$ cat src/rtl/core/lmc_pkg.sv
// Package for the LRU memo cache: request codes, controller states,
// controller command bundle and IEEE double classification helpers.
// Depends on nothing; every other file of the block imports it.
package lmc_pkg;

  // Request codes carried on the cmd field.
  localparam logic CMD_LOOKUP = 1'b0;
  localparam logic CMD_FILL   = 1'b1;

  // Field widths fixed by the interface.
  localparam int unsigned WORD_W = 64;

  // IEEE double masks used by the energy comparison.
  localparam logic [WORD_W-1:0] MAG_MASK = 64'h7FFF_FFFF_FFFF_FFFF;
  localparam logic [WORD_W-1:0] EXP_INF  = 64'h7FF0_0000_0000_0000;

  // Controller states.
  typedef enum logic {
    ST_IDLE,
    ST_UPDATE
  } state_t;

  // Commands from the controller to the datapath.
  typedef struct packed {
    logic capture;  // take the request and register the match vector
    logic update;   // reorder the entries and load the result register
  } ctl_cmd_t;

  // True when the pattern is a NaN of either sign.
  function automatic logic is_nan(input logic [WORD_W-1:0] bits);
    return (bits & MAG_MASK) > EXP_INF;
  endfunction

  // True for positive or negative zero.
  function automatic logic is_zero(input logic [WORD_W-1:0] bits);
    return (bits & MAG_MASK) == '0;
  endfunction

endpackage

$ cat src/rtl/core/lmc_ctrl.sv
// Controller of the LRU memo cache: a two-state machine that sequences
// capture and update, and owns the result valid flag. Depends on lmc_pkg.
module lmc_ctrl
  import lmc_pkg::*;
(
  input  logic     clk,
  input  logic     rst_n,
  input  logic     in_valid,
  output logic     in_ready,
  output logic     out_valid,
  input  logic     out_ready,
  output ctl_cmd_t cmd_o
);

  state_t state_r, state_nxt;
  logic   out_valid_r, out_valid_nxt;

  // State and result flag registers.
  always_ff @(posedge clk) begin
    if (!rst_n) begin
      state_r     <= ST_IDLE;
      out_valid_r <= 1'b0;
    end else begin
      state_r     <= state_nxt;
      out_valid_r <= out_valid_nxt;
    end
  end

  // Next state and commands. The update waits until the result register is
  // free or is being emptied in this same cycle.
  always_comb begin
    state_nxt     = state_r;
    in_ready      = 1'b0;
    cmd_o.capture = 1'b0;
    cmd_o.update  = 1'b0;
    unique case (state_r)
      ST_IDLE: begin
        in_ready      = 1'b1;
        cmd_o.capture = in_valid;
        if (in_valid) begin
          state_nxt = ST_UPDATE;
        end
      end
      ST_UPDATE: begin
        if (!out_valid_r || out_ready) begin
          cmd_o.update = 1'b1;
          state_nxt    = ST_IDLE;
        end
      end
      default: begin
        state_nxt = ST_IDLE;
      end
    endcase
  end

  // The result flag is set by an update and cleared when the result is taken.
  always_comb begin
    if (cmd_o.update) begin
      out_valid_nxt = 1'b1;
    end else if (out_ready) begin
      out_valid_nxt = 1'b0;
    end else begin
      out_valid_nxt = out_valid_r;
    end
  end

  assign out_valid = out_valid_r;

  // An accepted request is always followed by its update phase.
  a_accept_to_update: assert property (@(posedge clk) disable iff (!rst_n)
    in_valid && in_ready |=> state_r == ST_UPDATE)
    else $error("accepted request did not enter the update phase");

  // Every update leaves a result waiting.
  a_update_gives_result: assert property (@(posedge clk) disable iff (!rst_n)
    cmd_o.update |=> out_valid_r)
    else $error("update did not produce a result");

endmodule

$ cat src/rtl/core/lmc_datapath.sv
// Datapath of the LRU memo cache: entry registers in recency order, key
// compare, move-to-front and fill shifting, result register. Uses lmc_pkg.
module lmc_datapath
  import lmc_pkg::*;
#(
  parameter int unsigned ENTRIES = 8
) (
  input  logic              clk,
  input  logic              rst_n,
  input  ctl_cmd_t          cmd_i,
  input  logic              in_cmd,
  input  logic [WORD_W-1:0] in_material_id,
  input  logic [WORD_W-1:0] in_energy_bits,
  input  logic [WORD_W-1:0] in_pe_in,
  input  logic [WORD_W-1:0] in_cs_in,
  input  logic [WORD_W-1:0] in_rs_in,
  input  logic [WORD_W-1:0] in_pp_in,
  output logic              out_hit,
  output logic [WORD_W-1:0] out_pe_out,
  output logic [WORD_W-1:0] out_cs_out,
  output logic [WORD_W-1:0] out_rs_out,
  output logic [WORD_W-1:0] out_pp_out
);

  localparam int unsigned CNT_W = $clog2(ENTRIES + 1);

  // Entry storage, entry 0 is the most recently used.
  logic [WORD_W-1:0] key_id_r     [ENTRIES];
  logic [WORD_W-1:0] key_energy_r [ENTRIES];
  logic [WORD_W-1:0] value_pe_r   [ENTRIES];
  logic [WORD_W-1:0] value_cs_r   [ENTRIES];
  logic [WORD_W-1:0] value_rs_r   [ENTRIES];
  logic [WORD_W-1:0] value_pp_r   [ENTRIES];

  logic [CNT_W-1:0]  fill_count_r;

  // Captured request.
  logic              cmd_r;
  logic [WORD_W-1:0] id_r, energy_r, pe_r, cs_r, rs_r, pp_r;
  logic [ENTRIES-1:0] match_r;

  logic [ENTRIES-1:0] valid;
  logic [ENTRIES-1:0] match;
  logic [ENTRIES-1:0] first_oh;
  logic [ENTRIES-1:0] shift_mask;
  logic               hit;
  logic               move;
  logic               fill;
  logic [WORD_W-1:0]  found_pe, found_cs, found_rs, found_pp;
  logic               in_nan, in_zero;

  logic              out_hit_r;
  logic [WORD_W-1:0] out_pe_r, out_cs_r, out_rs_r, out_pp_r;

  // Compare the incoming key against every valid entry in parallel.
  assign in_nan  = is_nan(in_energy_bits);
  assign in_zero = is_zero(in_energy_bits);

  for (genvar j = 0; j < ENTRIES; j++) begin : g_cmp
    assign valid[j] = CNT_W'(j) < fill_count_r;
    assign match[j] = valid[j] && (key_id_r[j] == in_material_id) &&
                      !in_nan && !is_nan(key_energy_r[j]) &&
                      ((in_zero && is_zero(key_energy_r[j])) ||
                       (key_energy_r[j] == in_energy_bits));
  end

  // Request capture registers.
  always_ff @(posedge clk) begin
    if (cmd_i.capture) begin
      cmd_r    <= in_cmd;
      id_r     <= in_material_id;
      energy_r <= in_energy_bits;
      pe_r     <= in_pe_in;
      cs_r     <= in_cs_in;
      rs_r     <= in_rs_in;
      pp_r     <= in_pp_in;
      match_r  <= match;
    end
  end

  // First match and the range of entries in front of it, both from one
  // subtraction: the lowest set bit, and every bit up to and including it.
  assign first_oh   = match_r & ~(match_r - ENTRIES'(1));
  assign shift_mask = match_r ^ (match_r - ENTRIES'(1));
  assign hit        = (cmd_r == CMD_LOOKUP) && (match_r != '0);
  assign move       = hit && !match_r[0];
  assign fill       = cmd_r == CMD_FILL;

  // Payload of the first matching entry.
  always_comb begin
    found_pe = '0;
    found_cs = '0;
    found_rs = '0;
    found_pp = '0;
    for (int j = 0; j < ENTRIES; j++) begin
      found_pe = found_pe | ({WORD_W{first_oh[j]}} & value_pe_r[j]);
      found_cs = found_cs | ({WORD_W{first_oh[j]}} & value_cs_r[j]);
      found_rs = found_rs | ({WORD_W{first_oh[j]}} & value_rs_r[j]);
      found_pp = found_pp | ({WORD_W{first_oh[j]}} & value_pp_r[j]);
    end
  end

  // Entry update: a fill shifts everything back, a hit behind the front
  // shifts only the entries ahead of the matching one.
  always_ff @(posedge clk) begin
    if (cmd_i.update) begin
      for (int j = 1; j < ENTRIES; j++) begin
        if (fill || (move && shift_mask[j])) begin
          key_id_r[j]     <= key_id_r[j-1];
          key_energy_r[j] <= key_energy_r[j-1];
          value_pe_r[j]   <= value_pe_r[j-1];
          value_cs_r[j]   <= value_cs_r[j-1];
          value_rs_r[j]   <= value_rs_r[j-1];
          value_pp_r[j]   <= value_pp_r[j-1];
        end
      end
      if (fill) begin
        key_id_r[0]     <= id_r;
        key_energy_r[0] <= energy_r;
        value_pe_r[0]   <= pe_r;
        value_cs_r[0]   <= cs_r;
        value_rs_r[0]   <= rs_r;
        value_pp_r[0]   <= pp_r;
      end else if (move) begin
        key_id_r[0]     <= id_r;
        key_energy_r[0] <= energy_r;
        value_pe_r[0]   <= found_pe;
        value_cs_r[0]   <= found_cs;
        value_rs_r[0]   <= found_rs;
        value_pp_r[0]   <= found_pp;
      end
    end
  end

  // Count of valid entries, saturating at the capacity.
  always_ff @(posedge clk) begin
    if (!rst_n) begin
      fill_count_r <= '0;
    end else if (cmd_i.update && fill && (fill_count_r != CNT_W'(ENTRIES))) begin
      fill_count_r <= fill_count_r + CNT_W'(1);
    end
  end

  // Result register: payload on a hit, zeros otherwise.
  always_ff @(posedge clk) begin
    if (cmd_i.update) begin
      out_hit_r <= hit;
      out_pe_r  <= hit ? found_pe : '0;
      out_cs_r  <= hit ? found_cs : '0;
      out_rs_r  <= hit ? found_rs : '0;
      out_pp_r  <= hit ? found_pp : '0;
    end
  end

  assign out_hit    = out_hit_r;
  assign out_pe_out = out_pe_r;
  assign out_cs_out = out_cs_r;
  assign out_rs_out = out_rs_r;
  assign out_pp_out = out_pp_r;

  // The count never passes the capacity.
  a_count_bound: assert property (@(posedge clk) disable iff (!rst_n)
    fill_count_r <= CNT_W'(ENTRIES))
    else $error("fill count beyond capacity");

  // A fill always answers with a miss.
  a_fill_misses: assert property (@(posedge clk) disable iff (!rst_n)
    cmd_i.update && fill |=> !out_hit_r)
    else $error("fill reported a hit");

endmodule

$ cat src/rtl/core/lru_memo_cache.sv
// LRU memo cache, fully associative and kept in most-recently-used order.
//
// Input channel (in_valid / in_ready): one request per item. in_cmd selects
// a lookup of the key (in_material_id, in_energy_bits) or a fill that puts
// the key and the four payload words at the front, dropping the oldest entry
// when the cache holds ENTRIES entries. Energies compare as doubles: NaN
// never matches and the two zeros are equal.
// Result channel (out_valid / out_ready): one result per request, hit flag
// and payload on a hit, all zero on a miss or a fill.
//
// An accepted request goes to the capture registers; its result is shown
// from the result register once its update is done, and no new request is
// taken before that. The steps: the parallel key compare into the registered
// match vector, then the move-to-front or fill shift and the result load.
// While a result waits in the output register the next request is still
// accepted; its update then holds until the waiting result is taken.
// Synchronous reset empties the cache (fill count to zero) and drops any
// pending result; entry contents are not cleared.
// Depends on lmc_pkg, lmc_ctrl and lmc_datapath.
module lru_memo_cache
  import lmc_pkg::*;
#(
  parameter int unsigned ENTRIES = 8
) (
  input  logic              clk,
  input  logic              rst_n,
  input  logic              in_valid,
  output logic              in_ready,
  input  logic              in_cmd,
  input  logic [WORD_W-1:0] in_material_id,
  input  logic [WORD_W-1:0] in_energy_bits,
  input  logic [WORD_W-1:0] in_pe_in,
  input  logic [WORD_W-1:0] in_cs_in,
  input  logic [WORD_W-1:0] in_rs_in,
  input  logic [WORD_W-1:0] in_pp_in,
  output logic              out_valid,
  input  logic              out_ready,
  output logic              out_hit,
  output logic [WORD_W-1:0] out_pe_out,
  output logic [WORD_W-1:0] out_cs_out,
  output logic [WORD_W-1:0] out_rs_out,
  output logic [WORD_W-1:0] out_pp_out
);

  ctl_cmd_t ctl_cmd;

  // Sequencer.
  lmc_ctrl u_ctrl (
    .clk       (clk),
    .rst_n     (rst_n),
    .in_valid  (in_valid),
    .in_ready  (in_ready),
    .out_valid (out_valid),
    .out_ready (out_ready),
    .cmd_o     (ctl_cmd)
  );

  // Entry store, compare and result register.
  lmc_datapath #(
    .ENTRIES (ENTRIES)
  ) u_datapath (
    .clk            (clk),
    .rst_n          (rst_n),
    .cmd_i          (ctl_cmd),
    .in_cmd         (in_cmd),
    .in_material_id (in_material_id),
    .in_energy_bits (in_energy_bits),
    .in_pe_in       (in_pe_in),
    .in_cs_in       (in_cs_in),
    .in_rs_in       (in_rs_in),
    .in_pp_in       (in_pp_in),
    .out_hit        (out_hit),
    .out_pe_out     (out_pe_out),
    .out_cs_out     (out_cs_out),
    .out_rs_out     (out_rs_out),
    .out_pp_out     (out_pp_out)
  );

endmodule
$ cat config.mk
export PLATFORM = sky130hd
export DESIGN_NAME = lru_memo_cache
export DESIGN_NICKNAME = d
export VERILOG_FILES = /design/src/rtl/core/lmc_pkg.sv /design/src/rtl/core/lmc_ctrl.sv /design/src/rtl/core/lmc_datapath.sv /design/src/rtl/core/lru_memo_cache.sv
export SDC_FILE = /design/constraint.sdc
export NUM_CORES = 2
export LEC_CHECK = 0
export BUFFER_PORTS_ARGS = -buffer_cell sky130_fd_sc_hd__buf_4
export CORE_MARGIN = 10
export CORE_UTILIZATION = 36
export CTS_CLUSTER_SIZE = 20
export DETAILED_ROUTE_END_ITERATION = 16
export PLACE_DENSITY_LB_ADDON = 0.25
export SLEW_MARGIN = 40
export SYNTH_ARGS = -nofsm -noshare
export SYNTH_HDL_FRONTEND = slang
export SYNTH_SLANG_ARGS = --single-unit
$ cat constraint.sdc
create_clock -name clk -period 41.6 [get_ports clk]
set_input_delay 0 -clock clk [delete_from_list [all_inputs] [get_ports clk]]
set_output_delay 0 -clock clk [all_outputs]
set_load 0.005 [all_outputs]
==> summary.txt <==
Outcome
  • Status: complete, but fails checks
  • Violations in the final reports: antenna rules

Place
  • HPWL reported at the end of detailed placement: 272800 um
  • Post-detailed-placement cell area: 151600 sq um
  • PortBufs: 647
  • Global placement routability congestion: 0.9462

Timing
  • Fin. Hold Viols: 0
  • Unrepaired setup endpoints after global routing: false
  • Worst Tran Pin Value: 1.050 ns
  • Number of endpoints failing setup at the final stage: 0
  • Crit path time final: 5.793 ns
  • Total negative slack: 0 ns
  • Final number of max-transition violations: 0
  • Maximum frequency from static timing analysis: 172.6 MHz
  • Final period util: 13.92%
  • Slew Limit Headroom: 29.33%
  • Final worst clock skew: 0.07729 ns

Route
  • Detail Route Antenna Nets: 1
  • Routed wire length per instance: 28.71 um
  • Detailed-route DRC error count: 0
  • Total number of vias: 82560
  • Initial detailed-routing violation count: 8363
  • Wire length after detailed routing: 436300 um
  • Vias per cell: 5.432
  • Drt pass-1 iters: 6

Synth
  • Most instantiated flip-flop cell in the synthesis netlist: sky130_fd_sc_hd__edfxtp_1
  • Warning count from the yosys run: 0
  • Post-synth cell types: 52
  • Proportion of register bits with asynchronous set or reset after synthesis: 0%
  • Top cell type by total area after synthesis: sky130_fd_sc_hd__edfxtp_1
  • Average instance area after synthesis: 17.08 sq um
  • Number of enable flip-flop cells after synthesis: 3722
  • Register area share after synthesis: 79.79%
  • Mapped Cells: 8208
  • Mapped Nets: 8599
  • Largest cells by area after synthesis: sky130_fd_sc_hd__edfxtp_1 80%, sky130_fd_sc_hd__xor2_1 4.6%, sky130_fd_sc_hd__a22oi_1 2.8%
  • Summed instance area of the synthesized netlist: 140200 sq um
  • Area share of the largest cell type after synthesis: 79.70%
  • Synth Register Bits: 3728

Min path
  • Class of the tightest hold or removal check: in2reg

Floorplanning
  • Initial cell density of the core: 36.09%
  • Number of top-level pins: 648
  • Die Span Y: 644.1 um
  • Die Width: 644.1 um
  • Core region area: 388500 sq um
  • Die area: 414900 sq um
  • Floorplan row count: 229

Pwr
  • Combinational group share of total power: 6.9%
  • Overall power after layout: 8.502 mW
  • Static Leakage: 56.18 nW
  • Sequential power share: 52.9%
  • Peak supply drop: 0.04691 mV
  • Reported net switching power: 1.998 mW
  • Internal Pwr Total: 6.505 mW
  • Clock power share: 40.2%
  • Sw Share: 23.50%
  • Pwr per Cell Area: 49.47 nW/um^2

Worst setup path
  • Critical path's most frequent cell: sky130_fd_sc_hd__buf_4
  • Max stage delay cell, worst path: sky130_fd_sc_hd__buf_4
  • Crit path capture type: register
  • Worst path buffer plus inverter count: 4
  • Arr. time, crit path: 6.35 ns
  • CP required: 42.16 ns
  • Stage delay of the slowest cell on the critical path: 0.75 ns
  • Startpoint-to-endpoint class of the critical path: reg2reg
  • Critical-path maximum fanout: 109
  • Worst path top cell family by delay: buffers and inverters
  • Worst-path cell chain: buf_12 -> or4_1 -> or4_4 -> o21bai_4 -> or3_4 -> o21ai_4 -> buf_4 -> buf_4 -> buf_4
  • Kind of start point of the critical path: register

Finish
  • Share of final-layout standard cells stronger than drive strength 1: 13.21%
  • Most common library cell in the layout ignoring fill and taps: sky130_fd_sc_hd__edfxtp_1
  • Total number of nets in the final design: 10070
  • Area overhead of the layout relative to synthesis: 22.56%
  • Post-layout instance area: 171900 sq um
  • Leading cell types in the layout, fill and taps excluded: 3722 x sky130_fd_sc_hd__edfxtp_1, 787 x sky130_fd_sc_hd__nand2_1, 776 x sky130_fd_sc_hd__dlygate4sd3_1

GRT
  • All-layer global routing usage: 20.05%
  • First-pass GRT wire length: 619900 um
  • Number of global-route vias before repair: 84410
  • Largest net degree at the start of global routing: 149
  • Initial antenna violation count: 17
  • Global route total overflow: 0

Clock tree
  • CTS buffer count: 394
  • Post-CTS Setup Inserts: 0
  • Clock tree from TritonCTS: yes
  • Sink count of the clock tree: 3728
  • Clock slew at reported path FFs: 0.07 ns
  • Maximum clock insertion buffer count: 4
  • Htree depth: 5
  • CTS Root Buffer Type: sky130_fd_sc_hd__clkbuf_16
  • Latest clock arrival within the worst-skew pair: 1.00 ns

Flow run
  • MaxCap Viol Count: 0
==> cell type report <==
class                           count  area [sq um]
Antenna cell                       15         37.54
Tap cell                         5197          6502
Clock inverter                    210          1974
Fill cell                       33830        216700
Timing Repair Buffer             1549         14440
Inverter                           42         165.2
Clock buffer                      490         10340
Sequential cell                  3728        111900
Multi-Input combinational cell   3967         26510
==> cell families after synthesis <==
kind of cell | count (synthesis) | synth area share (%)
AOI/OAI and AO/OA | 1346 | 7.210
xor gates and xnor gates | 986 | 6.158
adders and majority gates | 2 | 0.01784
buffers and inverters | 513 | 1.437
DFF | 3728 | 79.79
muxes | 1 | 0.007138
and+or+nand+nor | 1632 | 5.380
==> flip-flops by register name (all words and copies together) (netlist names), 64 cells and up <==
name / flops
u_datapath.key_energy_r: 512
u_datapath.key_id_r: 512
u_datapath.value_cs_r: 512
u_datapath.value_pe_r: 512
u_datapath.value_pp_r: 512
u_datapath.value_rs_r: 512
u_datapath.cs_r: 64
u_datapath.energy_r: 64
u_datapath.id_r: 64
u_datapath.out_cs_out: 64
u_datapath.out_pe_out: 64
u_datapath.out_pp_out: 64
u_datapath.out_rs_out: 64
u_datapath.pe_r: 64
u_datapath.pp_r: 64
u_datapath.rs_r: 64
==> final timing paths <==
kind | startpoint | end | slack [ns] | cells after the start
setup / recovery | u_datapath.match_r[1] | u_datapath.key_energy_r[0][472] | 35.81 | 9
hold / removal | in_material_id[36] | u_datapath.id_r[36] | 0.12 | 2
setup reg to reg | u_datapath.match_r[1] | u_datapath.key_energy_r[0][472] | 35.81 | 9
hold reg to reg | u_datapath.value_cs_r[1][143] | u_datapath.value_cs_r[1][207] | 0.39 | 0
==> through the flow <==
stage / util, % / hold WS, ns / cells / setup WS, ns
6_report: 44.23 / 0.1207 / 15200 / 35.81
3_3_place_gp: 38.84 / 0.1796 / 13680 / 35.64
5_1_grt: 44.23 / 0.06531 / 15190 / 35.48
4_1_cts: 44.18 / 0.02713 / 15180 / 35.66
3_5_place_dp: 39.01 / 0.1793 / 13700 / 35.66
2_1_floorplan: - / 0.09887 / 8208 / 10.44
==> per-layer routing <==
layer	vias up	routed length [um]	part of all wire (%)	GRT usage, %
li1	35420	-	-	-
met1	42670	181200	42	26.93
met2	3691	207800	48	32.84
met3	771	26200	6.0	2.492
met4	0	21160	4.9	8.832
met5	-	0	0	0
==> repair_timing <==
item                      4_1_cts  5_1_grt
gates resized for setup         0        0
hold buffers                  776        0
hold endpoints to repair      459        0
==> power by group through the flow <==
stage / sequential (mW) / combinational [mW] / clock, mW
global route: 4.51 / 0.628 / 3.63
CTS: 4.49 / 0.596 / 3.48
finish: 4.50 / 0.589 / 3.42
floorplan: 4.69 / 0.268 / 0
global placement: 4.57 / 0.524 / 0
detailed placement: 4.57 / 0.536 / 0
==> cell usage after synthesis, types with 2 or more instances <==
library cell	n
sky130_fd_sc_hd__nor2_1	261
sky130_fd_sc_hd__ha_1	2
sky130_fd_sc_hd__a22oi_1	514
sky130_fd_sc_hd__nor4b_1	2
sky130_fd_sc_hd__buf_2	56
sky130_fd_sc_hd__a222oi_1	3
sky130_fd_sc_hd__o2111ai_1	255
sky130_fd_sc_hd__a31oi_1	9
sky130_fd_sc_hd__and2_1	4
sky130_fd_sc_hd__clkbuf_1	383
sky130_fd_sc_hd__inv_1	42
sky130_fd_sc_hd__nand2_1	789
sky130_fd_sc_hd__dfxtp_1	6
sky130_fd_sc_hd__a221oi_1	265
sky130_fd_sc_hd__buf_1	27
sky130_fd_sc_hd__o2bb2ai_1	7
sky130_fd_sc_hd__or3_1	2
sky130_fd_sc_hd__buf_4	3
sky130_fd_sc_hd__o22ai_1	14
sky130_fd_sc_hd__a21oi_1	2
sky130_fd_sc_hd__or4_1	5
sky130_fd_sc_hd__o31ai_1	2
sky130_fd_sc_hd__nand3_1	38
sky130_fd_sc_hd__o221ai_1	2
sky130_fd_sc_hd__o21ai_0	138
sky130_fd_sc_hd__nor4_1	368
sky130_fd_sc_hd__o41ai_1	2
sky130_fd_sc_hd__o21ai_1	124
sky130_fd_sc_hd__xor2_1	729
sky130_fd_sc_hd__nor3_1	13
sky130_fd_sc_hd__edfxtp_1	3722
sky130_fd_sc_hd__xnor2_1	257
sky130_fd_sc_hd__nand4_1	141
sky130_fd_sc_hd__nor2b_1	3
==> worst reg2reg max path, delay by kind of cell (launching register included) <==
kind / cells / cell delay (ns)
compound gates: 2 / 0.78
flops: 1 / 0.37
buf+inv: 4 / 2.71
simple gates: 3 / 1.48
No activity file was read; power rests on OpenSTA's default activity.
